$ cat src/ipag_pkg.sv
// shared types and constants for the adaptive-gain incremental pid controller
package ipag_pkg;

	// default build values
	localparam int GAIN_FRAC_BITS_DEF = 12;
	localparam int SAMPLE_WIDTH_DEF   = 16;

	// fixed field widths
	localparam int GAIN_W      = 16;
	localparam int DRIVE_W     = 14;
	localparam int OUT_TDATA_W = 16;
	localparam int CFG_INDEX_W = 2;

	// gain schedule knees and limits, in whole units
	localparam int ERR_LOW_KNEE   = 500;
	localparam int ERR_HIGH_KNEE  = 2000;
	localparam int KNEE_SPAN      = 1500;
	localparam int KNEE_W         = 11;
	localparam int STEP_LIMIT_INT = 300;
	localparam int OUT_LIMIT_INT  = 7000;

	// configuration register indexes
	typedef enum logic [CFG_INDEX_W-1:0] {
		REG_TARGET = 2'd0,
		REG_KI     = 2'd1,
		REG_KD     = 2'd2
	} reg_index_t;

	// sequencer states
	typedef enum logic [3:0] {
		ST_IDLE,
		ST_ERR,
		ST_DIFF,
		ST_KNUM,
		ST_KDIV,
		ST_KQ,
		ST_KFIX,
		ST_MP,
		ST_MI,
		ST_MD,
		ST_SUM,
		ST_CLAMP,
		ST_ACC,
		ST_RND,
		ST_OUT
	} seq_state_t;

endpackage

$ cat src/ipag_mul.sv
// shared signed multiplier with registered product
module ipag_mul #(
	parameter int A_W = 28,
	parameter int B_W = 20
) (
	input  logic                        clk,
	input  logic signed [A_W-1:0]       a,
	input  logic signed [B_W-1:0]       b,
	output logic signed [A_W+B_W-1:0]   prod_q
);

	// one product per cycle, registered
	always_ff @(posedge clk) begin
		prod_q <= a * b;
	end

endmodule

$ cat src/incremental_pid_adaptive_gain.sv
// top level of the incremental pid controller with error-scheduled kp
//
//  channel   dir  handshake          payload
//  s_*       in   tvalid / tready    tuser: command, tdata: feedback
//  m_*       out  tvalid / tready    tdata: drive
//  cfg_*     in   cfg_wen            cfg_index, cfg_data
//
// a sample beat runs the full state sequence; a clear beat goes straight to the
// output state. the sequence is set by the one shared multiplier, which forms
// the kp interpolation (three products) and the three gain terms in turn.
// s_tready is high only in idle; the block then waits until the result beat is
// taken. reset clears the error history, the kept output and the registers.
module incremental_pid_adaptive_gain #(
	parameter int GAIN_FRAC_BITS = ipag_pkg::GAIN_FRAC_BITS_DEF,
	parameter int SAMPLE_WIDTH   = ipag_pkg::SAMPLE_WIDTH_DEF,
	localparam int CFG_DATA_W = (SAMPLE_WIDTH > ipag_pkg::GAIN_W) ?
		SAMPLE_WIDTH : ipag_pkg::GAIN_W,
	localparam int IN_TDATA_W = ((SAMPLE_WIDTH + 7) / 8) * 8
) (
	input  logic                                 clk,
	input  logic                                 arst_n,
	// configuration write port
	input  logic                                 cfg_wen,
	input  logic [ipag_pkg::CFG_INDEX_W-1:0]     cfg_index,
	input  logic [CFG_DATA_W-1:0]                cfg_data,
	// input stream
	input  logic                                 s_tvalid,
	output logic                                 s_tready,
	input  logic [IN_TDATA_W-1:0]                s_tdata,   // feedback
	input  logic                                 s_tuser,   // command
	// output stream
	output logic                                 m_tvalid,
	input  logic                                 m_tready,
	output logic [ipag_pkg::OUT_TDATA_W-1:0]     m_tdata    // drive
);
	import ipag_pkg::*;

	localparam int F  = GAIN_FRAC_BITS;
	localparam int W  = SAMPLE_WIDTH;
	localparam int EW = W + 2;
	localparam int XW = W + 3;
	localparam int MW = (EW > 12) ? EW : 12;

	localparam longint ONE_Q   = longint'(1) << F;
	localparam longint KP_LO_V = (3 * ONE_Q + 5) / 10;
	localparam longint KP_HI_V = (7 * ONE_Q + 5) / 10;

	// reciprocal of the knee span, exact to within one after the shift
	localparam int     KNUM_W = F + KNEE_W;
	localparam int     SH     = F + 13;
	localparam int     RCW    = F + 3;
	localparam longint RCP_V  = (longint'(1) << SH) / KNEE_SPAN;

	localparam int MA0 = (KNUM_W > GAIN_W) ? KNUM_W : GAIN_W;
	localparam int MA  = MA0 + 1;
	localparam int MB0 = (XW > RCW + 1) ? XW : RCW + 1;
	localparam int MB  = (MB0 > KNEE_W + 1) ? MB0 : KNEE_W + 1;
	localparam int PW  = MA + MB;

	localparam int DW = ((F > GAIN_W) ? F : GAIN_W) + W + 5;
	localparam int AW = F + 14;
	localparam int SW = AW + 1;

	localparam logic [F-1:0]           KP_LO    = F'(KP_LO_V);
	localparam logic [F-1:0]           KP_HI    = F'(KP_HI_V);
	localparam logic [F-1:0]           KP_DIFF  = F'(KP_HI_V - KP_LO_V);
	localparam logic signed [DW-1:0]   STEP_POS = DW'(longint'(STEP_LIMIT_INT) * ONE_Q);
	localparam logic signed [DW-1:0]   STEP_NEG = DW'(-(longint'(STEP_LIMIT_INT) * ONE_Q));
	localparam logic signed [SW-1:0]   OUT_POS  = SW'(longint'(OUT_LIMIT_INT) * ONE_Q);
	localparam logic signed [SW-1:0]   OUT_NEG  = SW'(-(longint'(OUT_LIMIT_INT) * ONE_Q));
	localparam logic [AW-1:0]          FRAC_ONES = AW'(ONE_Q - 1);

	seq_state_t state_q, state_nx;

	// configuration registers
	logic signed [W-1:0]      target_q;
	logic [GAIN_W-1:0]        ki_q;
	logic [GAIN_W-1:0]        kd_q;

	// controller history
	logic signed [EW-1:0]     e1_q;
	logic signed [EW-1:0]     e2_q;
	logic signed [AW-1:0]     acc_q;

	// working registers
	logic signed [W-1:0]      fb_q;
	logic signed [EW-1:0]     e_q;
	logic signed [XW-1:0]     dp_q;
	logic signed [XW-1:0]     dd_q;
	logic [KNEE_W-1:0]        m_q;
	logic                     ramp_q;
	logic                     hi_q;
	logic [KNUM_W-1:0]        num_q;
	logic [F-1:0]             q0_q;
	logic [F-1:0]             kp_q;
	logic signed [DW-1:0]     d_q;
	logic signed [AW-1:0]     dcl_q;
	logic signed [DRIVE_W-1:0] drive_q;

	// shared multiplier
	logic signed [MA-1:0]     mul_a;
	logic signed [MB-1:0]     mul_b;
	logic signed [PW-1:0]     prod_q;

	// combinational helpers
	logic signed [MW-1:0]     e_w;
	logic [MW-1:0]            mag;
	logic                     in_ramp;
	logic [KNUM_W-1:0]        rem;
	logic                     corr;
	logic signed [SW-1:0]     acc_sum;
	logic signed [AW-1:0]     acc_rnd;

	ipag_mul #(
		.A_W (MA),
		.B_W (MB)
	) u_mul (
		.clk    (clk),
		.a      (mul_a),
		.b      (mul_b),
		.prod_q (prod_q)
	);

	// configuration writes
	always_ff @(posedge clk or negedge arst_n) begin
		if (!arst_n) begin
			target_q <= '0;
			ki_q     <= '0;
			kd_q     <= '0;
		end else if (cfg_wen) begin
			unique case (reg_index_t'(cfg_index))
				REG_TARGET: target_q <= cfg_data[W-1:0];
				REG_KI:     ki_q     <= cfg_data[GAIN_W-1:0];
				REG_KD:     kd_q     <= cfg_data[GAIN_W-1:0];
				default:    ;
			endcase
		end
	end

	// sequencer next state
	always_comb begin
		state_nx = state_q;
		unique case (state_q)
			ST_IDLE:  if (s_tvalid) state_nx = s_tuser ? ST_OUT : ST_ERR;
			ST_ERR:   state_nx = ST_DIFF;
			ST_DIFF:  state_nx = ST_KNUM;
			ST_KNUM:  state_nx = ST_KDIV;
			ST_KDIV:  state_nx = ST_KQ;
			ST_KQ:    state_nx = ST_KFIX;
			ST_KFIX:  state_nx = ST_MP;
			ST_MP:    state_nx = ST_MI;
			ST_MI:    state_nx = ST_MD;
			ST_MD:    state_nx = ST_SUM;
			ST_SUM:   state_nx = ST_CLAMP;
			ST_CLAMP: state_nx = ST_ACC;
			ST_ACC:   state_nx = ST_RND;
			ST_RND:   state_nx = ST_OUT;
			ST_OUT:   if (m_tready) state_nx = ST_IDLE;
			default:  state_nx = ST_IDLE;
		endcase
	end

	always_ff @(posedge clk or negedge arst_n) begin
		if (!arst_n) begin
			state_q <= ST_IDLE;
		end else begin
			state_q <= state_nx;
		end
	end

	// sequencer outputs: handshakes and multiplier operands
	always_comb begin
		s_tready = (state_q == ST_IDLE);
		m_tvalid = (state_q == ST_OUT);
		mul_a    = '0;
		mul_b    = '0;
		unique case (state_q)
			ST_KNUM: begin
				mul_a = MA'(KP_DIFF);
				mul_b = MB'(m_q);
			end
			ST_KDIV: begin
				mul_a = MA'(prod_q[KNUM_W-1:0]);
				mul_b = MB'(RCP_V);
			end
			ST_KQ: begin
				mul_a = MA'(prod_q[SH+F-1:SH]);
				mul_b = MB'(KNEE_SPAN);
			end
			ST_MP: begin
				mul_a = MA'(kp_q);
				mul_b = MB'(dp_q);
			end
			ST_MI: begin
				mul_a = MA'(ki_q);
				mul_b = MB'(e_q);
			end
			ST_MD: begin
				mul_a = MA'(kd_q);
				mul_b = MB'(dd_q);
			end
			default: ;
		endcase
	end

	// error magnitude and schedule region
	always_comb begin
		e_w     = MW'(e_q);
		mag     = e_w[MW-1] ? MW'(-e_w) : MW'(e_w);
		in_ramp = (mag >= MW'(ERR_LOW_KNEE)) && (mag <= MW'(ERR_HIGH_KNEE));
	end

	// remainder check for the reciprocal quotient
	always_comb begin
		rem  = num_q - prod_q[KNUM_W-1:0];
		corr = (rem >= KNUM_W'(KNEE_SPAN));
	end

	// accumulate and round toward zero
	always_comb begin
		acc_sum = SW'(acc_q) + SW'(dcl_q);
		acc_rnd = acc_q[AW-1] ? (acc_q + FRAC_ONES) : acc_q;
	end

	// controller history: clear command and end-of-sample update
	always_ff @(posedge clk or negedge arst_n) begin
		if (!arst_n) begin
			e1_q  <= '0;
			e2_q  <= '0;
			acc_q <= '0;
		end else if (state_q == ST_IDLE && s_tvalid && s_tuser) begin
			e1_q  <= '0;
			e2_q  <= '0;
			acc_q <= '0;
		end else if (state_q == ST_ACC) begin
			e2_q <= e1_q;
			e1_q <= e_q;
			if (acc_sum > OUT_POS) begin
				acc_q <= AW'(OUT_POS);
			end else if (acc_sum < OUT_NEG) begin
				acc_q <= AW'(OUT_NEG);
			end else begin
				acc_q <= AW'(acc_sum);
			end
		end
	end

	// working datapath
	always_ff @(posedge clk) begin
		unique case (state_q)
			ST_IDLE: begin
				if (s_tvalid) begin
					fb_q    <= s_tdata[W-1:0];
					drive_q <= '0;
				end
			end
			ST_ERR: begin
				e_q <= EW'(target_q) - EW'(fb_q);
			end
			ST_DIFF: begin
				dp_q   <= XW'(e_q) - XW'(e1_q);
				dd_q   <= XW'(e_q) - (XW'(e1_q) <<< 1) + XW'(e2_q);
				ramp_q <= in_ramp;
				hi_q   <= (mag > MW'(ERR_HIGH_KNEE));
				m_q    <= in_ramp ? KNEE_W'(mag - MW'(ERR_LOW_KNEE)) : '0;
			end
			ST_KDIV: begin
				num_q <= prod_q[KNUM_W-1:0];
			end
			ST_KQ: begin
				q0_q <= prod_q[SH+F-1:SH];
			end
			ST_KFIX: begin
				priority if (ramp_q) begin
					kp_q <= KP_LO + q0_q + F'(corr);
				end else if (hi_q) begin
					kp_q <= KP_HI;
				end else begin
					kp_q <= KP_LO;
				end
			end
			ST_MI: begin
				d_q <= DW'(prod_q);
			end
			ST_MD, ST_SUM: begin
				d_q <= d_q + DW'(prod_q);
			end
			ST_CLAMP: begin
				if (d_q > STEP_POS) begin
					dcl_q <= AW'(STEP_POS);
				end else if (d_q < STEP_NEG) begin
					dcl_q <= AW'(STEP_NEG);
				end else begin
					dcl_q <= AW'(d_q);
				end
			end
			ST_RND: begin
				drive_q <= acc_rnd[AW-1:F];
			end
			default: ;
		endcase
	end

	// result beat, zero padded to whole bytes
	assign m_tdata = {{(OUT_TDATA_W - DRIVE_W){1'b0}}, drive_q};

endmodule

$ cat config.mk
export PLATFORM = sky130hd
export DESIGN_NAME = incremental_pid_adaptive_gain
export DESIGN_NICKNAME = d
export VERILOG_FILES = /design/src/ipag_pkg.sv /design/src/ipag_mul.sv /design/src/incremental_pid_adaptive_gain.sv
export SDC_FILE = /design/constraint.sdc
export NUM_CORES = 2
export LEC_CHECK = 0
export ABC_AREA = 1
export BUFFER_PORTS_ARGS = -buffer_cell sky130_fd_sc_hd__buf_2
export CAP_MARGIN = 20
export CORE_AREA = 2 2 249 251
export DETAILED_ROUTE_END_ITERATION = 6
export DIE_AREA = 0 0 251 253
export MAX_ROUTING_LAYER = met4
export PLACE_DENSITY = 0.75
export SYNTH_ARGS = -nofsm -noshare
export SYNTH_HDL_FRONTEND = slang
export SYNTH_SLANG_ARGS = --single-unit
export TNS_END_PERCENT = 5
$ cat constraint.sdc
create_clock -name clk -period 8 [get_ports clk]
set_input_delay 1.2 -clock clk [delete_from_list [all_inputs] [get_ports clk]]
set_output_delay 1.2 -clock clk [all_outputs]
set_load 0.005 [all_outputs]
Yosys cells after proc, flatten, opt, wreduce, memory -nomap -nowiden --
Cells that the tools add are included.
Storage, ports and cells: register bits 359, output and inout port bits 18
Cells by class: $add $sub $neg 12, multipliers 1, magnitude comparators 8, equality and inequality tests 18, mux-type cells 22, reduce and logical (&&, ||, !) cells 16
Operator list (number):
- 26-bit two-way mux | 6
- 23-bit case mux with 6 select lines | 1
- 19-bit case mux with 6 select lines | 1
- 18-bit two-way mux | 5
- 37-bit case mux with 2 select lines | 1
- 4-bit case mux with 15 select lines | 1
- 37-bit adder | 1
- 37-bit by 22-bit greater-than comparator with 1-bit output (second input constant) | 1
- 37-bit by 22-bit < comparator with 1-bit output (second input constant) | 1
- 24-bit by 19-bit multiplier with 37-bit output | 1
- 4-bit == test (second input constant) | 7
- 14-bit case mux with 2 select lines | 1
- 26-bit by 26-bit adder with 27-bit output | 1
- 27-bit by 26-bit greater-than comparator with 1-bit output (second input constant) | 1
- 27-bit by 26-bit < comparator with 1-bit output (second input constant) | 1
- 26-bit by 12-bit adder with 26-bit output (second input constant) | 1
- 12-bit two-way mux | 2
- 23-bit by 11-bit greater-or-equal comparator with 1-bit output (second input constant) | 1
- 23-bit subtractor | 1
- 19-bit by 18-bit adder with 19-bit output | 1
- 17-bit by 18-bit subtractor with 19-bit output | 1
- 17-bit by 19-bit subtractor with 19-bit output | 1
- 18-bit by 9-bit greater-or-equal comparator with 1-bit output (second input constant) | 1
- 18-bit by 11-bit greater-than comparator with 1-bit output (second input constant) | 1
- other kinds (21) | 37

Depth between registers and ports, before layout --
depth after elaboration 6, gate-level depth with buffers 36, gate-level depth less buffers 35

Cells and area by module --
From an unflattened synthesis, not the netlist that was laid out.
Second synthesis, totals: cells, all modules 5183, area, all modules 40771.6 um^2
Modules (own cells, without submodules):
- incremental_pid_adaptive_gain | instances 1, cells an instance 2774, area each 22112.5 um^2, sequential area each 9048.7 um^2
- ipag_mul | instances 1, cells an instance 2409, area each 18659.1 um^2, sequential area each 860.8 um^2

Worst setup path before layout --
Ideal clock, no wire load.
kind register to register, from register state_q[3], to register u_mul.prod_q[36], library setup time 72 ps, arrival time 7298 ps, path slack 630 ps, stages on the path, launching flop included 34, path buffers 1, path through dfrtp_1 nor2_1 inv_1 nor2_2 inv_1 o221ai_1 nor2_1 inv_1 buf_2 nand2_1 fa_1 inv_1 fa_1 inv_1 fa_1 inv_1 fa_1 inv_1 fa_1 inv_1 fa_1 ha_1 ha_1 nand2_1 o21ai_0 nand2_1 nand3_1 a21oi_1 o21ai_0 nand2_1 nor2_1 nor2_1 o21ai_0 xnor2_1
On the way: word-level cells in the longest chain between the ends 3, elaborated cells between the ends (all ways) 9
RTL lines:
- start, declared | line incremental_pid_adaptive_gain.sv:73 | seq_state_t state_q, state_nx;
- start signal, assigned | line incremental_pid_adaptive_gain.sv:167 | state_q <= state_nx;
- 4-bit == test, or another cell as far along | line incremental_pid_adaptive_gain.sv:177 | unique case (state_q)
- 23-bit case mux with 6 select lines or 19-bit case mux with 6 select lines (tied branches) | line incremental_pid_adaptive_gain.sv:177
- 24-bit by 19-bit multiplier with 37-bit output * | line ipag_mul.sv:14 | prod_q <= a * b;
- end signal, assigned | line ipag_mul.sv:14
- end, declared | line ipag_mul.sv:9 | output logic signed [A_W+B_W-1:0] prod_q
Every way passes the cells marked *; elsewhere a longest branch is shown, timed or not. A chain may end at the register's enable or synchronous reset.

Worst setup path in the final report --
from register state_q[1], to register u_mul.prod_q[33]
The elaborated chain is that of the path after synthesis.

==> flow_summary.toml <==
[run_status]
status = "finished, final reports clean"

[hold_path]
hold_class = "register to register"
hold_depth = 0

[synthesis]
yosysMostFrequentCell = "inv_1"
synth_cell_type_count = 60
synth_common_cells = "inv_1 (982), nand2_1 (958), nor2_1 (383)"
ys_seq_area_frac = 0.2718
syn_avg_cell_area_um2 = 8.111
yosysWarnings = 0
synth.ff_latch_count = 357
async_reset_ff_frac = 0.3137
synth_edf_count = 208
syn-cell-area_um2 = 36020
yosysTopAreaCellShare = 0.2056
synth_area_leader_cell = "fa_1"
netlist_top_cells_area = "fa_1 (21%), edfxtp_1 (17%), inv_1 (10%), nand2_1 (10%), ha_1 (9.4%)"
synth-main-ff-cell = "edfxtp_1"
netlist_instances = 4441

[clock_tree]
cts_tree = "built"
cts_buffer_depth = 3
htreeDepth = 2
cts-root-buf = "clkbuf_16"
clk_pin_slew_ns = 0.06
clock_sinks = 357
numCtsBuffers = 39
clk_latency_ns = 0.57

[timing]
fmax_ghz = 0.1304
finalMaxSlewViolations = 0
setup_viol = 0
period_minus_slack_ns = 7.666
rsz0062_at_grt = "true"
tightest_slew_ns = 1.093
max_slew_margin = 0.2708
fin_worst_skew_ns = 0.02938
period_share = 0.9583
hold_viol_final = 0

[critical_path]
startpoint = "state_q[1]"
endpoint_kind = "register"
worst_setup_path_start_kind = "register"
slowest_delay_ns = 0.79
cp.arrival_ns = 8.15
slowest_stage = "o211ai_1"
critPathKind = "register to register"
worstPathRequired_ns = 8.48
r2r-end = "u_mul.prod_q[33]"
crit_path_end = "u_mul.prod_q[33]"
rr_worst_depth = 28
rr_startpoint = "state_q[1]"
cp_max_fo = 13
critPathMostFrequentCell = "fa_1"
r2r_slack_ns = 0.33

[finish]
area_growth_syn_to_layout_pct = 8.781
fin_nets = 5282
fin_cells = 5421
diodes = 0
final_layout_size_suffix_gt1_frac = 0.06608

[detailed_routing]
via_per_inst = 5.431
ant_nets = 0
drt-initial-drc-count = 2500
routed_wl_mm = 99.38
drc = 0
avgRoutedWirePerCell_um = 18.33
vias = 29442
dr.pass1.iters = 6

[die]
ioPinCount = 58
core_area_um2 = 61030
initial_core_util = 0.5902
die-width_um = 251
die_area_um2 = 63500
die_y_um = 253
rows = 91

[global_routing]
grt_pass1_vias = 29180
antenna_found_initial = 1
grt_start_max_net_pins = 61
grt_util_all_layers = 0.3295
grt_overflow = 0
grt_pass1_wl_mm = 157.8

[job]
drv_cap = 0

[place]
dpl.cell_count = 5342
place_congestion = 1.001
dp_hpwl_mm = 81.37
numPortBuffers = 55
## worst max-delay path, delay by kind of cell, from the launching register on
kind            cells  cell delay, ns
compound gates      3            1.12
simple gates       10            1.35
fa+ha+maj           8            3.76
flops               1            0.46
buf+inv             6            0.71
xor+xnor            1            0.17
## worst min-delay path by stage
| stage | startpoint | end | slack (ns) |
|---|---|---|---|
| floorplan | u_mul.prod_q[36] | q0_q[11] | 0.41 |
| global placement | u_mul.prod_q[36] | q0_q[11] | 0.42 |
| detailed placement | u_mul.prod_q[36] | q0_q[11] | 0.43 |
| CTS | u_mul.prod_q[36] | q0_q[11] | 0.44 |
| global route | u_mul.prod_q[36] | q0_q[11] | 0.46 |
| finish | u_mul.prod_q[36] | q0_q[11] | 0.45 |
## logic make-up after synthesis
group,share of synthesized area
and+or+nand+nor,0.1906
adders and majority gates,0.3001
buffers and inverters,0.1155
AOI/OAI and AO/OA,0.08729
other,0.0002085
DFF,0.2718
xor gates and xnor gates,0.03446
## placed cells by master, fill, tap and decap left out, drive strengths merged, types with 9 or more instances in the layout
cell | netlist | final
nand2 | 969 | 969
o22ai | 24 | 24
o211ai | 14 | 14
o21bai | 9 | 9
nor3 | 31 | 31
o21ai | 228 | 228
dfxtp | 37 | 37
nand4 | 41 | 41
xor2 | 98 | 98
nor2 | 403 | 403
clkbuf | 49 | 57
dfrtp | 112 | 112
edfxtp | 208 | 208
clkinv | 10 | 20
inv | 989 | 990
fa | 370 | 370
or2 | 22 | 22
buf | 40 | 146
a22o | 14 | 14
a21o | 11 | 11
nor4 | 17 | 17
a31oi | 10 | 10
a21oi | 197 | 197
xnor2 | 42 | 42
conb | 2 | 63
a221oi | 9 | 9
nand3 | 154 | 154
ha | 272 | 272
## area by class of cell
| cell class | instances | area, µm² |
|---|---|---|
| flip-flops and latches | 357 | 9789 |
| clock buffers | 57 | 1177 |
| inverters | 999 | 3757 |
| fillers | 5309 | 21850 |
| multi-input cells | 3057 | 22360 |
| clock inverters | 15 | 117.6 |
| well taps | 790 | 988.4 |
| repair buffers | 146 | 992.2 |
## flip-flops by register name (all words and copies together) (netlist names), 17 cells and up
signal / count
d_q: 37
u_mul.prod_q: 37
acc_q: 26
dcl_q: 26
num_q: 23
dd_q: 19
dp_q: 19
e1_q: 17
e2_q: 17
e_q: 17
## metal layers
| layer | GRT usage | share of wire | up-vias |
|---|---|---|---|
| li1 | - | - | 14082 |
| met1 | 0.4416 | 0.42 | 13955 |
| met2 | 0.5029 | 0.45 | 1158 |
| met3 | 0.06219 | 0.086 | 247 |
| met4 | 0.1204 | 0.045 | 0 |
| met5 | - | 0 | - |
## what timing repair did
action	4_1_cts	5_1_grt
hold buffers	0	0
setup endpoints to repair	0	10
gates resized for setup	0	22
setup buffers	0	4
## stage by stage
| step | hold WS, ns | util | instance area (µm²) | setup WS, ns | setup TNS [ns] |
|---|---|---|---|---|---|
| 2_1_floorplan | 0.4082 | - | 36250 | 0.6300 | 0 |
| 3_3_place_gp | 0.4194 | 0.6190 | 37780 | 0.1739 | 0 |
| 3_5_place_dp | 0.4262 | 0.6191 | 37780 | 0.1820 | 0 |
| 4_1_cts | 0.4415 | 0.6403 | 39080 | 0.1739 | 0 |
| 5_1_grt | 0.4637 | 0.6420 | 39180 | -0.04928 | -0.05091 |
| 6_report | 0.4459 | 0.6420 | 39180 | 0.3336 | 0 |
Power is not shown: default switching activity piles up to over one toggle a cycle in this logic, so the estimate is an artifact.
